[src/sv/stok_pkg.sv]
// ============================================================================
// Source tokenizer package
// Shared types, kind codes, scan modes and the keyword lookup.
// ============================================================================
`default_nettype none

package stok_pkg;

    localparam int OFFSET_BITS = 32;
    localparam int LINE_BITS   = 24;

    localparam logic [OFFSET_BITS-1:0] OFF_MAX = {OFFSET_BITS{1'b1}};
    localparam logic [LINE_BITS-1:0]   LN_MAX  = {LINE_BITS{1'b1}};

    // scan modes
    localparam logic [3:0] M_IDLE       = 4'd0;
    localparam logic [3:0] M_IDENT      = 4'd1;
    localparam logic [3:0] M_NUM_ZERO   = 4'd2;
    localparam logic [3:0] M_NUM        = 4'd3;
    localparam logic [3:0] M_SLASH      = 4'd4;
    localparam logic [3:0] M_LINE       = 4'd5;
    localparam logic [3:0] M_BLOCK      = 4'd6;
    localparam logic [3:0] M_BLOCK_STAR = 4'd7;
    localparam logic [3:0] M_MINUS      = 4'd8;
    localparam logic [3:0] M_BANG       = 4'd9;
    localparam logic [3:0] M_ASSIGN     = 4'd10;
    localparam logic [3:0] M_LESS       = 4'd11;
    localparam logic [3:0] M_GREATER    = 4'd12;

    // token kinds
    localparam logic [5:0] K_ERROR  = 6'd0;
    localparam logic [5:0] K_EOF    = 6'd1;
    localparam logic [5:0] K_IDENT  = 6'd2;
    localparam logic [5:0] K_INT    = 6'd3;
    localparam logic [5:0] K_LPAREN = 6'd22;
    localparam logic [5:0] K_RPAREN = 6'd23;
    localparam logic [5:0] K_LBRACE = 6'd24;
    localparam logic [5:0] K_RBRACE = 6'd25;
    localparam logic [5:0] K_COLON  = 6'd26;
    localparam logic [5:0] K_COMMA  = 6'd27;
    localparam logic [5:0] K_SEMI   = 6'd28;
    localparam logic [5:0] K_PLUS   = 6'd29;
    localparam logic [5:0] K_MINUS  = 6'd30;
    localparam logic [5:0] K_STAR   = 6'd31;
    localparam logic [5:0] K_SLASH  = 6'd32;
    localparam logic [5:0] K_PCT    = 6'd33;
    localparam logic [5:0] K_BANG   = 6'd34;
    localparam logic [5:0] K_ASSIGN = 6'd35;
    localparam logic [5:0] K_EQ     = 6'd36;
    localparam logic [5:0] K_NE     = 6'd37;
    localparam logic [5:0] K_LT     = 6'd38;
    localparam logic [5:0] K_LE     = 6'd39;
    localparam logic [5:0] K_GT     = 6'd40;
    localparam logic [5:0] K_GE     = 6'd41;
    localparam logic [5:0] K_ARROW  = 6'd42;
    localparam logic [5:0] K_AMP    = 6'd44;

    localparam logic [1:0] E_NONE  = 2'd0;
    localparam logic [1:0] E_BLOCK = 2'd1;
    localparam logic [1:0] E_INT   = 2'd2;
    localparam logic [1:0] E_CHAR  = 2'd3;

    localparam logic [1:0] B_DEC = 2'd0;
    localparam logic [1:0] B_HEX = 2'd1;
    localparam logic [1:0] B_BIN = 2'd2;

    localparam logic [7:0] CH_CR  = 8'h0D;
    localparam logic [7:0] CH_LF  = 8'h0A;

    typedef struct packed {
        logic [5:0]             kind;
        logic [OFFSET_BITS-1:0] start;
        logic [OFFSET_BITS-1:0] len;
        logic [LINE_BITS-1:0]   line;
        logic [LINE_BITS-1:0]   col;
        logic [1:0]             err;
        logic [15:0]            errs;
        logic                   fin;
    } token_t;

    typedef struct packed {
        logic   n1;
        logic   n2;
        token_t t1;
        token_t t2;
    } result_t;

    // keyword lookup over the last six bytes of a word
    function automatic logic [5:0] word_kind(input logic [47:0] w, input logic [2:0] n);
        logic [5:0] k;
        k = K_IDENT;
        unique case (n)
            3'd2:
            begin
                priority case (w[15:0])
                    "fn": k = 6'd4;
                    "if": k = 6'd7;
                    "i8": k = 6'd13;
                    "u8": k = 6'd17;
                    default: k = K_IDENT;
                endcase
            end
            3'd3:
            begin
                priority case (w[23:0])
                    "let": k = 6'd5;
                    "for": k = 6'd10;
                    "i16": k = 6'd14;
                    "i32": k = 6'd15;
                    "i64": k = 6'd16;
                    "u16": k = 6'd18;
                    "u32": k = 6'd19;
                    "u64": k = 6'd20;
                    "ref": k = 6'd43;
                    default: k = K_IDENT;
                endcase
            end
            3'd4:
            begin
                priority case (w[31:0])
                    "else": k = 6'd8;
                    "true": k = 6'd11;
                    "bool": k = 6'd21;
                    default: k = K_IDENT;
                endcase
            end
            3'd5:
            begin
                priority case (w[39:0])
                    "while": k = 6'd9;
                    "false": k = 6'd12;
                    default: k = K_IDENT;
                endcase
            end
            3'd6:
            begin
                if (w == "return")
                begin
                    k = 6'd6;
                end
            end
            default: k = K_IDENT;
        endcase
        return k;
    endfunction

endpackage

`default_nettype wire

[src/sv/source_tokenizer_top.sv]
// ============================================================================
// Source tokenizer top level
// Byte stream in, token stream out, one byte per cycle while the queue has room.
// ============================================================================
//
//  channel  | dir | tdata (low bit first)                      | tuser / tlast
//  s_axis   | in  | source_byte[7:0]                           | tuser: operation
//  m_axis   | out | token_kind, start_offset, token_length,    | tlast: final_token
//           |     | start_line, start_column, error_code,      |
//           |     | errors_so_far (136 bits)                   |
//
// One source byte is taken per cycle while the queue has room; its tokens are
// known in the same cycle from the scan state and are written into a four-entry queue.
// A request may give up to two tokens, so the input is held off while the
// queue holds more than two, which is the only back-pressure path.
// Reset clears scan state, offset, error count and queue pointers; line and column go to 1.
// Tokens leave in order, one per cycle while m_axis_tready is high.
`default_nettype none

module source_tokenizer_top
(
    input  wire logic         clk,
    input  wire logic         rst_n,
    input  wire logic         s_axis_tvalid,
    output logic              s_axis_tready,
    input  wire logic [7:0]   s_axis_tdata,   // source_byte
    input  wire logic         s_axis_tuser,   // operation
    output logic              m_axis_tvalid,
    input  wire logic         m_axis_tready,
    output logic [135:0]      m_axis_tdata,   // kind, offset, length, line, column, error, count
    output logic              m_axis_tlast    // final_token
);
    import stok_pkg::*;

    result_t res;
    token_t  head;
    logic    room;

    assign s_axis_tready = room;

    stok_scan u_scan
    (
        .clk   (clk),
        .rst_n (rst_n),
        .step  (s_axis_tvalid && room),
        .op    (s_axis_tuser),
        .b     (s_axis_tdata),
        .res   (res)
    );

    stok_outq u_q
    (
        .clk   (clk),
        .rst_n (rst_n),
        .res   (res),
        .room  (room),
        .valid (m_axis_tvalid),
        .take  (m_axis_tready),
        .head  (head)
    );

    assign m_axis_tdata = {head.errs, head.err, head.col, head.line,
                           head.len, head.start, head.kind};
    assign m_axis_tlast = head.fin;

endmodule

`default_nettype wire

[src/sv/stok_scan.sv]
// ============================================================================
// Tokenizer scan step
// Holds the scan state and turns one input byte into up to two tokens.
// ============================================================================
`default_nettype none

module stok_scan
(
    input  wire logic              clk,
    input  wire logic              rst_n,
    input  wire logic              step,
    input  wire logic              op,
    input  wire logic [7:0]        b,
    output stok_pkg::result_t      res
);
    import stok_pkg::*;

    logic [3:0]             mode_reg, mode_next;
    logic                   crp_reg, crp_next;
    logic [47:0]            kw_reg, kw_next;
    logic [2:0]             wl_reg, wl_next;
    logic [1:0]             base_reg, base_next;
    logic [2:0]             fl_reg, fl_next;
    logic [OFFSET_BITS-1:0] pos_reg, pos_next;
    logic [LINE_BITS-1:0]   line_reg, line_next;
    logic [LINE_BITS-1:0]   col_reg, col_next;
    logic [OFFSET_BITS-1:0] tsp_reg, tsp_next;
    logic [LINE_BITS-1:0]   tsl_reg, tsl_next;
    logic [LINE_BITS-1:0]   tsc_reg, tsc_next;
    logic [15:0]            et_reg;
    logic                   closed_reg, closed_next;

    logic is_start, is_digit, is_cont, is_brk, is_bad_digit;
    logic [4:0] dig;
    logic [OFFSET_BITS-1:0] pos_inc, len_pend;
    logic [LINE_BITS-1:0] line_inc, col_inc;
    logic [5:0] wk;
    logic num_bad;
    logic [1:0] ecount;
    logic [5:0] k1, k2;
    logic [OFFSET_BITS-1:0] l1, l2;
    logic [1:0] e1, e2;
    logic p1, p2, fin2;
    logic do_start, do_move;
    logic [5:0] one_kind;
    logic [7:0] op_second;
    logic [5:0] op_two, op_one;
    logic [15:0] et1, et2;

    always_comb
    begin
        is_start = (b >= "a" && b <= "z") || (b >= "A" && b <= "Z") || b == "_";
        is_digit = b >= "0" && b <= "9";
        is_cont  = is_start || is_digit;
        is_brk   = b == CH_CR || b == CH_LF;
        if (is_digit) dig = {1'b0, b[3:0]};
        else if ((b >= "a" && b <= "f") || (b >= "A" && b <= "F"))
            dig = 5'd9 + {2'b0, b[2:0]};
        else dig = 5'd16;
        unique case (base_reg)
            B_HEX:   is_bad_digit = dig >= 5'd16;
            B_BIN:   is_bad_digit = dig >= 5'd2;
            default: is_bad_digit = dig >= 5'd10;
        endcase
        pos_inc  = (pos_reg != OFF_MAX) ? pos_reg + 1'b1 : pos_reg;
        line_inc = (line_reg != LN_MAX) ? line_reg + 1'b1 : line_reg;
        col_inc  = (col_reg != LN_MAX) ? col_reg + 1'b1 : col_reg;
        len_pend = pos_reg - tsp_reg;
        wk = word_kind(kw_reg, wl_reg);
        num_bad = !fl_reg[0] || fl_reg[1] || fl_reg[2];
        unique case (mode_reg)
            M_MINUS:  begin op_second = ">"; op_two = K_ARROW; op_one = K_MINUS;  end
            M_BANG:   begin op_second = "="; op_two = K_NE;    op_one = K_BANG;   end
            M_ASSIGN: begin op_second = "="; op_two = K_EQ;    op_one = K_ASSIGN; end
            M_LESS:   begin op_second = "="; op_two = K_LE;    op_one = K_LT;     end
            default:  begin op_second = "="; op_two = K_GE;    op_one = K_GT;     end
        endcase
        unique case (b)
            "(": one_kind = K_LPAREN;
            ")": one_kind = K_RPAREN;
            "{": one_kind = K_LBRACE;
            "}": one_kind = K_RBRACE;
            ":": one_kind = K_COLON;
            ",": one_kind = K_COMMA;
            ";": one_kind = K_SEMI;
            "+": one_kind = K_PLUS;
            "*": one_kind = K_STAR;
            "%": one_kind = K_PCT;
            "&": one_kind = K_AMP;
            default: one_kind = K_ERROR;
        endcase
    end

    always_comb
    begin
        mode_next = mode_reg; crp_next = crp_reg; kw_next = kw_reg; wl_next = wl_reg;
        base_next = base_reg; fl_next = fl_reg; pos_next = pos_reg;
        line_next = line_reg; col_next = col_reg; tsp_next = tsp_reg;
        tsl_next = tsl_reg; tsc_next = tsc_reg; closed_next = closed_reg;
        p1 = 1'b0; p2 = 1'b0; k1 = K_ERROR; k2 = K_ERROR; l1 = '0; l2 = '0;
        e1 = E_NONE; e2 = E_NONE; fin2 = 1'b0; ecount = 2'd0;
        do_start = 1'b0; do_move = 1'b0;
        if (step && !closed_reg)
        begin
            if (op || b == 8'd0)
            begin
                priority if (mode_reg == M_IDENT)
                begin
                    p1 = 1'b1; k1 = wk; l1 = len_pend;
                end
                else if (mode_reg == M_NUM || mode_reg == M_NUM_ZERO)
                begin
                    p1 = 1'b1; l1 = len_pend;
                    k1 = num_bad ? K_ERROR : K_INT; e1 = num_bad ? E_INT : E_NONE;
                    ecount = {1'b0, num_bad};
                end
                else if (mode_reg == M_SLASH)
                begin
                    p1 = 1'b1; k1 = K_SLASH; l1 = OFFSET_BITS'(1);
                end
                else if (mode_reg >= M_MINUS)
                begin
                    p1 = 1'b1; k1 = op_one; l1 = OFFSET_BITS'(1);
                end
                else if (mode_reg == M_BLOCK || mode_reg == M_BLOCK_STAR)
                begin
                    e2 = E_BLOCK; ecount = 2'd1;
                end
                else
                begin
                    // idle or line comment: nothing is pending
                end
                p2 = 1'b1; k2 = K_EOF; fin2 = 1'b1;
                mode_next = M_IDLE; crp_next = 1'b0; closed_next = 1'b1;
            end
            else if (crp_reg && b == CH_LF)
            begin
                crp_next = 1'b0; pos_next = pos_inc;
            end
            else
            begin
                crp_next = 1'b0;
                do_start = 1'b1; do_move = 1'b1;
                unique case (mode_reg)
                    M_IDENT:
                    begin
                        if (is_cont)
                        begin
                            kw_next = {kw_reg[39:0], b};
                            if (wl_reg != 3'd7) wl_next = wl_reg + 3'd1;
                            do_start = 1'b0;
                        end
                        else
                        begin
                            p1 = 1'b1; k1 = wk; l1 = len_pend;
                        end
                    end
                    M_NUM_ZERO, M_NUM:
                    begin
                        if (mode_reg == M_NUM_ZERO &&
                            (b == "x" || b == "X" || b == "b" || b == "B"))
                        begin
                            base_next = (b == "x" || b == "X") ? B_HEX : B_BIN;
                            fl_next = 3'd0; mode_next = M_NUM; do_start = 1'b0;
                        end
                        else if (is_cont)
                        begin
                            if (b == "_")
                                fl_next = {fl_reg[2] | !fl_reg[0] | fl_reg[1], 1'b1, fl_reg[0]};
                            else
                                fl_next = {fl_reg[2] | is_bad_digit, 1'b0, 1'b1};
                            mode_next = M_NUM; do_start = 1'b0;
                        end
                        else
                        begin
                            p1 = 1'b1; l1 = len_pend;
                            k1 = num_bad ? K_ERROR : K_INT; e1 = num_bad ? E_INT : E_NONE;
                            ecount = {1'b0, num_bad};
                        end
                    end
                    M_SLASH:
                    begin
                        if (b == "/" || b == "*")
                        begin
                            mode_next = (b == "/") ? M_LINE : M_BLOCK; do_start = 1'b0;
                        end
                        else
                        begin
                            p1 = 1'b1; k1 = K_SLASH; l1 = OFFSET_BITS'(1);
                        end
                    end
                    M_LINE:
                    begin
                        if (!is_brk) do_start = 1'b0;
                    end
                    M_BLOCK, M_BLOCK_STAR:
                    begin
                        if (mode_reg == M_BLOCK_STAR && b == "/") mode_next = M_IDLE;
                        else mode_next = (b == "*") ? M_BLOCK_STAR : M_BLOCK;
                        do_start = 1'b0;
                    end
                    M_MINUS, M_BANG, M_ASSIGN, M_LESS, M_GREATER:
                    begin
                        p1 = 1'b1; k1 = (b == op_second) ? op_two : op_one;
                        l1 = (b == op_second) ? OFFSET_BITS'(2) : OFFSET_BITS'(1);
                        if (b == op_second)
                        begin
                            mode_next = M_IDLE; do_start = 1'b0;
                        end
                    end
                    default: ;
                endcase
                if (do_start)
                begin
                    mode_next = M_IDLE;
                    tsp_next = pos_reg; tsl_next = line_reg; tsc_next = col_reg;
                    if (b == " " || b == 8'h09 || is_brk)
                    begin
                    end
                    else if (is_start)
                    begin
                        mode_next = M_IDENT; kw_next = {40'd0, b}; wl_next = 3'd1;
                    end
                    else if (is_digit)
                    begin
                        mode_next = (b == "0") ? M_NUM_ZERO : M_NUM;
                        base_next = B_DEC; fl_next = 3'd1;
                    end
                    else
                    begin
                        unique case (b)
                            "/": mode_next = M_SLASH;
                            "-": mode_next = M_MINUS;
                            "!": mode_next = M_BANG;
                            "=": mode_next = M_ASSIGN;
                            "<": mode_next = M_LESS;
                            ">": mode_next = M_GREATER;
                            default:
                            begin
                                p2 = 1'b1; k2 = one_kind; l2 = OFFSET_BITS'(1);
                                if (one_kind == K_ERROR)
                                begin
                                    e2 = E_CHAR; ecount = ecount + 2'd1;
                                end
                            end
                        endcase
                    end
                end
                if (do_move)
                begin
                    pos_next = pos_inc;
                    if (is_brk)
                    begin
                        line_next = line_inc; col_next = LINE_BITS'(1);
                        if (b == CH_CR) crp_next = 1'b1;
                    end
                    else col_next = col_inc;
                end
            end
        end
        et1 = (p1 && e1 != E_NONE && et_reg != 16'hFFFF) ? et_reg + 16'd1 : et_reg;
        et2 = (ecount != 2'd0 && et1 != 16'hFFFF && e2 != E_NONE) ? et1 + 16'd1 : et1;
    end

    // the pending token takes its saved start; a token from this byte takes the current position
    always_comb
    begin
        res.n1 = p1;
        res.n2 = p2;
        res.t1.kind = k1; res.t1.len = l1; res.t1.err = e1; res.t1.errs = et1;
        res.t1.fin = 1'b0;
        res.t1.start = tsp_reg; res.t1.line = tsl_reg; res.t1.col = tsc_reg;
        res.t2.kind = k2; res.t2.len = l2; res.t2.err = e2; res.t2.errs = et2;
        res.t2.fin = fin2;
        res.t2.start = pos_reg;
        res.t2.line = line_reg; res.t2.col = col_reg;
    end

    always_ff @(posedge clk or negedge rst_n)
    begin
        if (!rst_n)
        begin
            mode_reg <= M_IDLE; crp_reg <= 1'b0; kw_reg <= '0; wl_reg <= '0;
            base_reg <= B_DEC; fl_reg <= '0; pos_reg <= '0; line_reg <= LINE_BITS'(1);
            col_reg <= LINE_BITS'(1); tsp_reg <= '0; tsl_reg <= LINE_BITS'(1);
            tsc_reg <= LINE_BITS'(1);
            et_reg <= '0; closed_reg <= 1'b0;
        end
        else
        begin
            mode_reg <= mode_next; crp_reg <= crp_next; kw_reg <= kw_next;
            wl_reg <= wl_next; base_reg <= base_next; fl_reg <= fl_next;
            pos_reg <= pos_next; line_reg <= line_next; col_reg <= col_next;
            tsp_reg <= tsp_next; tsl_reg <= tsl_next; tsc_reg <= tsc_next;
            et_reg <= et2; closed_reg <= closed_next;
        end
    end

    assert property (@(posedge clk) disable iff (!rst_n) closed_reg |=> closed_reg)
        else $error("stream reopened");
    assert property (@(posedge clk) disable iff (!rst_n) closed_reg |-> mode_reg == M_IDLE)
        else $error("mode active after close");
    assert property (@(posedge clk) disable iff (!rst_n)
        $past(closed_reg) |-> $stable(et_reg))
        else $error("error count moved after close");

endmodule

`default_nettype wire

[src/sv/stok_outq.sv]
// ============================================================================
// Tokenizer result queue
// Four-entry queue of tokens; one or two written per cycle, one read.
// ============================================================================
`default_nettype none

module stok_outq
(
    input  wire logic                clk,
    input  wire logic                rst_n,
    input  wire stok_pkg::result_t   res,
    output logic                     room,
    output logic                     valid,
    input  wire logic                take,
    output stok_pkg::token_t         head
);
    import stok_pkg::*;

    token_t     q_reg [4];
    logic [1:0] rd_reg, wr_reg;
    logic [2:0] cnt_reg;
    logic [1:0] nw;
    logic       tk;

    always_comb
    begin
        nw = {1'b0, res.n1} + {1'b0, res.n2};
        tk = take && cnt_reg != 3'd0;
        valid = cnt_reg != 3'd0;
        head = q_reg[rd_reg];
        room = cnt_reg <= 3'd2;
    end

    always_ff @(posedge clk)
    begin
        if (res.n1) q_reg[wr_reg] <= res.t1;
        if (res.n2) q_reg[res.n1 ? wr_reg + 2'd1 : wr_reg] <= res.t2;
    end

    always_ff @(posedge clk or negedge rst_n)
    begin
        if (!rst_n)
        begin
            rd_reg <= '0; wr_reg <= '0; cnt_reg <= '0;
        end
        else
        begin
            wr_reg <= wr_reg + nw;
            rd_reg <= rd_reg + {1'b0, tk};
            cnt_reg <= cnt_reg + {1'b0, nw} - {2'b0, tk};
        end
    end

    assert property (@(posedge clk) disable iff (!rst_n) cnt_reg <= 3'd4)
        else $error("queue overflow");
    assert property (@(posedge clk) disable iff (!rst_n) !room |-> nw == 2'd0)
        else $error("write without room");
    assert property (@(posedge clk) disable iff (!rst_n)
        (valid && !take) |=> valid)
        else $error("token lost");

endmodule

`default_nettype wire
[config.mk]
export PLATFORM = sky130hd
export DESIGN_NAME = source_tokenizer_top
export DESIGN_NICKNAME = d
export VERILOG_FILES = /design/src/sv/stok_pkg.sv /design/src/sv/source_tokenizer_top.sv /design/src/sv/stok_scan.sv /design/src/sv/stok_outq.sv
export SDC_FILE = /design/constraint.sdc
export NUM_CORES = 1
export LEC_CHECK = 0
export BUFFER_PORTS_ARGS = -buffer_cell sky130_fd_sc_hd__buf_2
export CORE_UTILIZATION = 50
export DETAILED_ROUTE_END_ITERATION = 10
export PLACE_DENSITY = 0.67
export SYNTH_ARGS = -nofsm -noshare
export SYNTH_HDL_FRONTEND = slang
export SYNTH_SLANG_ARGS = --single-unit
[constraint.sdc]
create_clock -name clk -period 10.24 [get_ports clk]
set_clock_uncertainty 0.2 [all_clocks]
set_input_delay 1.536 -clock clk [delete_from_list [all_inputs] [get_ports clk]]
set_output_delay 1.536 -clock clk [all_outputs]
set_load 0.02 [all_outputs]
### Word-level counts from Yosys, hierarchy flattened

Memories as Yosys holds them, arrays and structs flattened.
Index checks and enable logic that the tools add are counted.

* add/subtract/negate cells: 15
* order comparisons: 13
* equality and inequality tests: 76
* mux-type cells: 177
* bitwise operators: 5
* reductions and logical operators: 52

Operators by type and width (count)
* 32-bit two-way mux: 15
* 48-bit two-way mux: 5
* 24-bit by 23-bit equality test with 1-bit output, second input constant: 9
* 8-bit by 6-bit equality test with 1-bit output, second input constant: 17
* 32-bit one-hot mux with 4 select lines: 1
* 6-bit two-way mux: 20
* 2-bit two-way mux: 50
* 32-bit by 31-bit equality test with 1-bit output, second input constant: 3
* 40-bit by 39-bit equality test with 1-bit output, second input constant: 2
* 6-bit one-hot mux with 11 select lines: 1
* 16-bit by 15-bit equality test with 1-bit output, second input constant: 4
* 8-bit by 7-bit equality test with 1-bit output, second input constant: 7
* 6-bit one-hot mux with 9 select lines: 1
* 24-bit by 1-bit adder with 24-bit output, second input constant: 2
* 48-bit by 47-bit equality test with 1-bit output, second input constant: 1
* 24-bit two-way mux: 2
* 24-bit inequality test, second input constant: 2
* 6-bit one-hot mux with 4 select lines: 2
* 3-bit two-way mux: 15
* 4-bit two-way mux: 11
* 1-bit two-way mux: 40
* 16-bit by 1-bit adder with 16-bit output, second input constant: 2
* 32-bit by 1-bit adder with 32-bit output, second input constant: 1
* 8-bit by 7-bit less-or-equal comparator with 1-bit output, second input constant: 4
* other kinds (63): 121

* flip-flop bits (word level): 245
* RAM bits: 548
* bits of input ports: 13
* output and inout port bits: 139
* memories: 1

Memories
* u_q.q_reg: depth 4, width 137, read ports 1, clocked after Yosys merged registers in 0, wr ports 2, line stok_outq.sv:19 `token_t q_reg [4];`

### Depth between registers and ports, before layout

* depth in word-level cells: 25
* depth in mapped cells: 20

### Hierarchy

From an unflattened synthesis, not the netlist that was laid out.

* cells, all modules: 2955
* area, all modules: 42623.4 µm²

By module, submodules not included
* stok_outq: times used 1, cells each 1375, area each 27868.0 µm², sequential area each 16631.0 µm²
* stok_scan: times used 1, cells each 1579, area each 14749.1 µm², sequential area each 5960.7 µm²
* source_tokenizer_top: times used 1, cells each 1, area each 6.3 µm², sequential area each 0.0 µm²

### Least setup slack after synthesis

No wires, ideal clock.

* kind: input port to flip-flop
* start: in s_axis_tdata[1]
* end: mem u_q.q_reg[0][0] (netlist bit) (enable)
* library setup time: 0.964 ns
* data arrival time: 6.096 ns
* required time: 9.076 ns
* path slack: 2.980 ns
* cell stages on the path: 14
* path through: inv_1 > ha_1 > buf_4 > nand2b_1 > o41a_1 > a21o_1 > o2111ai_1 > nand2_1 > inv_2 > nor3_1 > o21ai_1 > clkbuf_1 > clkbuf_1 > nand2_1

RTL lines
* start: declaration: line source_tokenizer_top.sv:26 `input wire logic [7:0] s_axis_tdata,`
* end: declaration: line stok_outq.sv:19

==> run summary <==
Status: finished clean
Post-Synthesis Cells: 4,039
Met2 routed WL: 56,500 µm
Clock latency on the worst-skew pair: 0.65 ns
Final WL: 118,000 µm
Leading area contributor after synthesis: edfxtp_1
Element type at the critical path end: flip-flop
F_max: 0.145 GHz
Initial antenna violation count: 6
Synth warnings: 0
Initial DRC Count: 3,592
Max Slew Vio Count: 0
Num CTS Buffers: 85
Initial Util: 50.5%
Cts hold-fix bufs: 0
Register area share after synthesis: 51.6%
Maximum number of pins on one net before global-route repair: 135
Crit path required time: 10.34 ns
CTS tree: done
Leak Pwr: 18.1 nW
Die ar.: 83,900 µm²
Pre-antenna DRT Iters: 6
Pwr Density: 203 nW/µm²
Syn_nets: 4,113
Fin. Hold Viols: 0
Number of library cell types mapped by synthesis: 100
EDFF count, synth: 424
H-tree levels: 3
Hold slack: 0.252 ns
Avg WL per Cell: 23.0 µm
Mapped cell area: 41,400 µm²
CTS resizes: 0
WP data arrival: 7.02 ns
I/O pin cnt: 152
Clock sink total: 793
Max FFs per register: 548
First-pass GRT wire length: 183,000 µm
Synth area leaders: edfxtp_1 (31%), dfrtp_1 (15%), nand2_1 (7.8%)
Clock Path Buffers: 3
Ys async rst share: 30.9%
Met1 wire length: 48,600 µm
CTS Root Cell: clkbuf_16
Layout cells sized above 1: 14.9%
Max transition margin: 21.9%
Min cycle time layout: 6.92 ns
Maximum fanout along the worst path: 66
Share of the synthesized area in the top cell type: 30.8%
Endpoints failing setup: 0
HPWL after DPL: 71,200 µm
Die width: 290 µm
Global route overflow: 0
Die H: 290 µm
Highest metal used: met5
RSZ-0062 raised after global routing: false
# DRC: 0
Period utilization: 67.5%
Nets: 4,066
Peak VDD IR: 0.197 mV
RePlAce Congestion: 0.928
Cell Rows: 105
Clock Pin Slew Worst Setup and Hold Paths: 0.06 ns
Crit start category: input port
Routed via count: 31,900
Setup TNS: 0 ns
Final ANT Viol Nets: 0
Port Buffers: 151
Vias in the first global route: 31,100
Metal3 WL: 9190 µm
Crit path kind: input port to flip-flop
Measured slew at the worst slew-check pin: 1.17 ns
Post-CTS setup buffers: 0
Total track usage: 28.2%
Syn_area_per_cell: 10.2 µm²
Vias/cell: 6.21
Top FF cell, synth: edfxtp_1
Hold Path Class: flip-flop to flip-flop
FF+latch count, synth: 793
Core Box Area: 82,000 µm²
# fillers: 7,025
Area Overhead vs Synth: 10.0%
Max-Cap Viols: 0
[routing by layer]
layer,track usage (%),up-vias
li1,-,14600
met1,38.3,15700
met3,3.99,242
met5,0,-
met2,46.0,1389
met4,10.4,6
[per-stage QoR]
stage	cells	instance area (µm²)	utilization, %	power, W	worst slack (ns)
2_1_floorplan	4039	41400	-	0.00531	2.98
3_3_place_gp	4975	42600	52.0	0.00614	2.85
3_5_place_dp	4975	42600	52.0	0.00615	2.71
4_1_cts	5134	45500	55.5	0.00930	3.38
5_1_grt	5134	45500	55.5	0.00961	2.98
6_report	5135	45500	55.5	0.00926	3.32
[area by class of cell]
cell class	count	area (µm²)	share of cell area, %
inverters	90	343	0.753
clock inverters	39	418	0.918
well taps	1070	1340	2.94
clock buffers	120	2460	5.41
repair buffers	190	1080	2.38
diodes	1	2.50	0.00550
multi-input cells	2832	18500	40.7
flip-flops and latches	793	21400	46.9
[placed cells by master (no fill, tap or decap), types with 19 or more instances in the layout]
| cell | n |
|---|---|
| a21oi_1 | 213 |
| xor2_1 | 56 |
| nor2_1 | 239 |
| o22ai_1 | 46 |
| a31oi_1 | 21 |
| a21o_1 | 27 |
| xnor2_1 | 76 |
| and3_1 | 36 |
| buf_2 | 150 |
| mux4_2 | 137 |
| nor2b_1 | 19 |
| mux2_2 | 83 |
| nand2b_1 | 26 |
| edfxtp_1 | 424 |
| inv_1 | 87 |
| nand2_1 | 850 |
| clkbuf_16 | 88 |
| buf_4 | 37 |
| nand4_1 | 45 |
| nand3_1 | 286 |
| nor3_1 | 45 |
| ha_1 | 59 |
| dfxtp_1 | 124 |
| o31ai_1 | 132 |
| o21ai_0 | 103 |
| dfrtp_1 | 239 |
| nor4_1 | 19 |
[cell usage after synthesis, drive strengths merged (21+ instances only)]
cell type / instances
nor4: 21
nand3: 286
a21o: 27
xnor2: 76
nor3: 47
nand2: 860
buf: 98
nand4: 45
dfrtp: 241
and3: 40
mux4: 137
a31oi: 22
dfxtp: 124
nor2: 241
xor2: 56
ha: 59
nand2b: 26
mux2: 83
edfxtp: 424
o21ai: 109
inv: 90
a21oi: 216
o31ai: 133
clkbuf: 226
o22ai: 46
[where the power goes]
group / internal, W / total (W) / switching [W]
Sequential: 0.00349 / 0.00370 / 0.000213
Combinational: 0.000867 / 0.00239 / 0.00152
Clock: 0.00184 / 0.00317 / 0.00133
[worst max-delay path, cell delays in order]
cell and delay, ns:
buf_2 0.15, inv_1 0.13, ha_1 0.39, o21bai_1 0.16, a2111oi_2 0.74, a21o_1 0.35
o2111ai_1 0.35, nand2_1 0.23, inv_2 0.13, o31ai_1 0.44, and2_4 0.77, nor2_1 0.24
inv_4 0.84, buf_4 0.51
[final timing paths]
path	from	to	slack [ns]	cells past startpoint
setup / recovery	s_axis_tdata[1]	u_q.q_reg[2][50]$_DFFE_PP_	3.32	14
hold / removal	u_q.q_reg[0][80]$_SDFFE_PP0P_	u_q.q_reg[0][80]$_SDFFE_PP0P_	0.25	2
setup reg to reg	u_scan.mode_reg[2]$_DFFE_PN0P_	u_q.q_reg[2][50]$_DFFE_PP_	4.10	10
hold reg to reg	u_q.q_reg[0][80]$_SDFFE_PP0P_	u_q.q_reg[0][80]$_SDFFE_PP0P_	0.25	2
max in group asynchronous	rst_n	u_scan.line_reg[13]$_DFFE_PN0P_	7.70	2
min in group asynchronous	rst_n	u_scan.kw_reg[12]$_DFFE_PN0P_	0.72	1
[cell families after synthesis]
kind of cell / after synthesis / synth area share, %
AO/OA/AOI/OAI: 715 / 11.4
flip-flops: 793 / 51.6
buffers and inverters: 414 / 3.96
AND/OR/NAND/NOR: 1700 / 18.6
XOR/XNOR: 132 / 2.79
adder cells (fa/ha/maj): 61 / 1.88
multiplexers: 224 / 9.81
(Power assumes the default switching activity.)
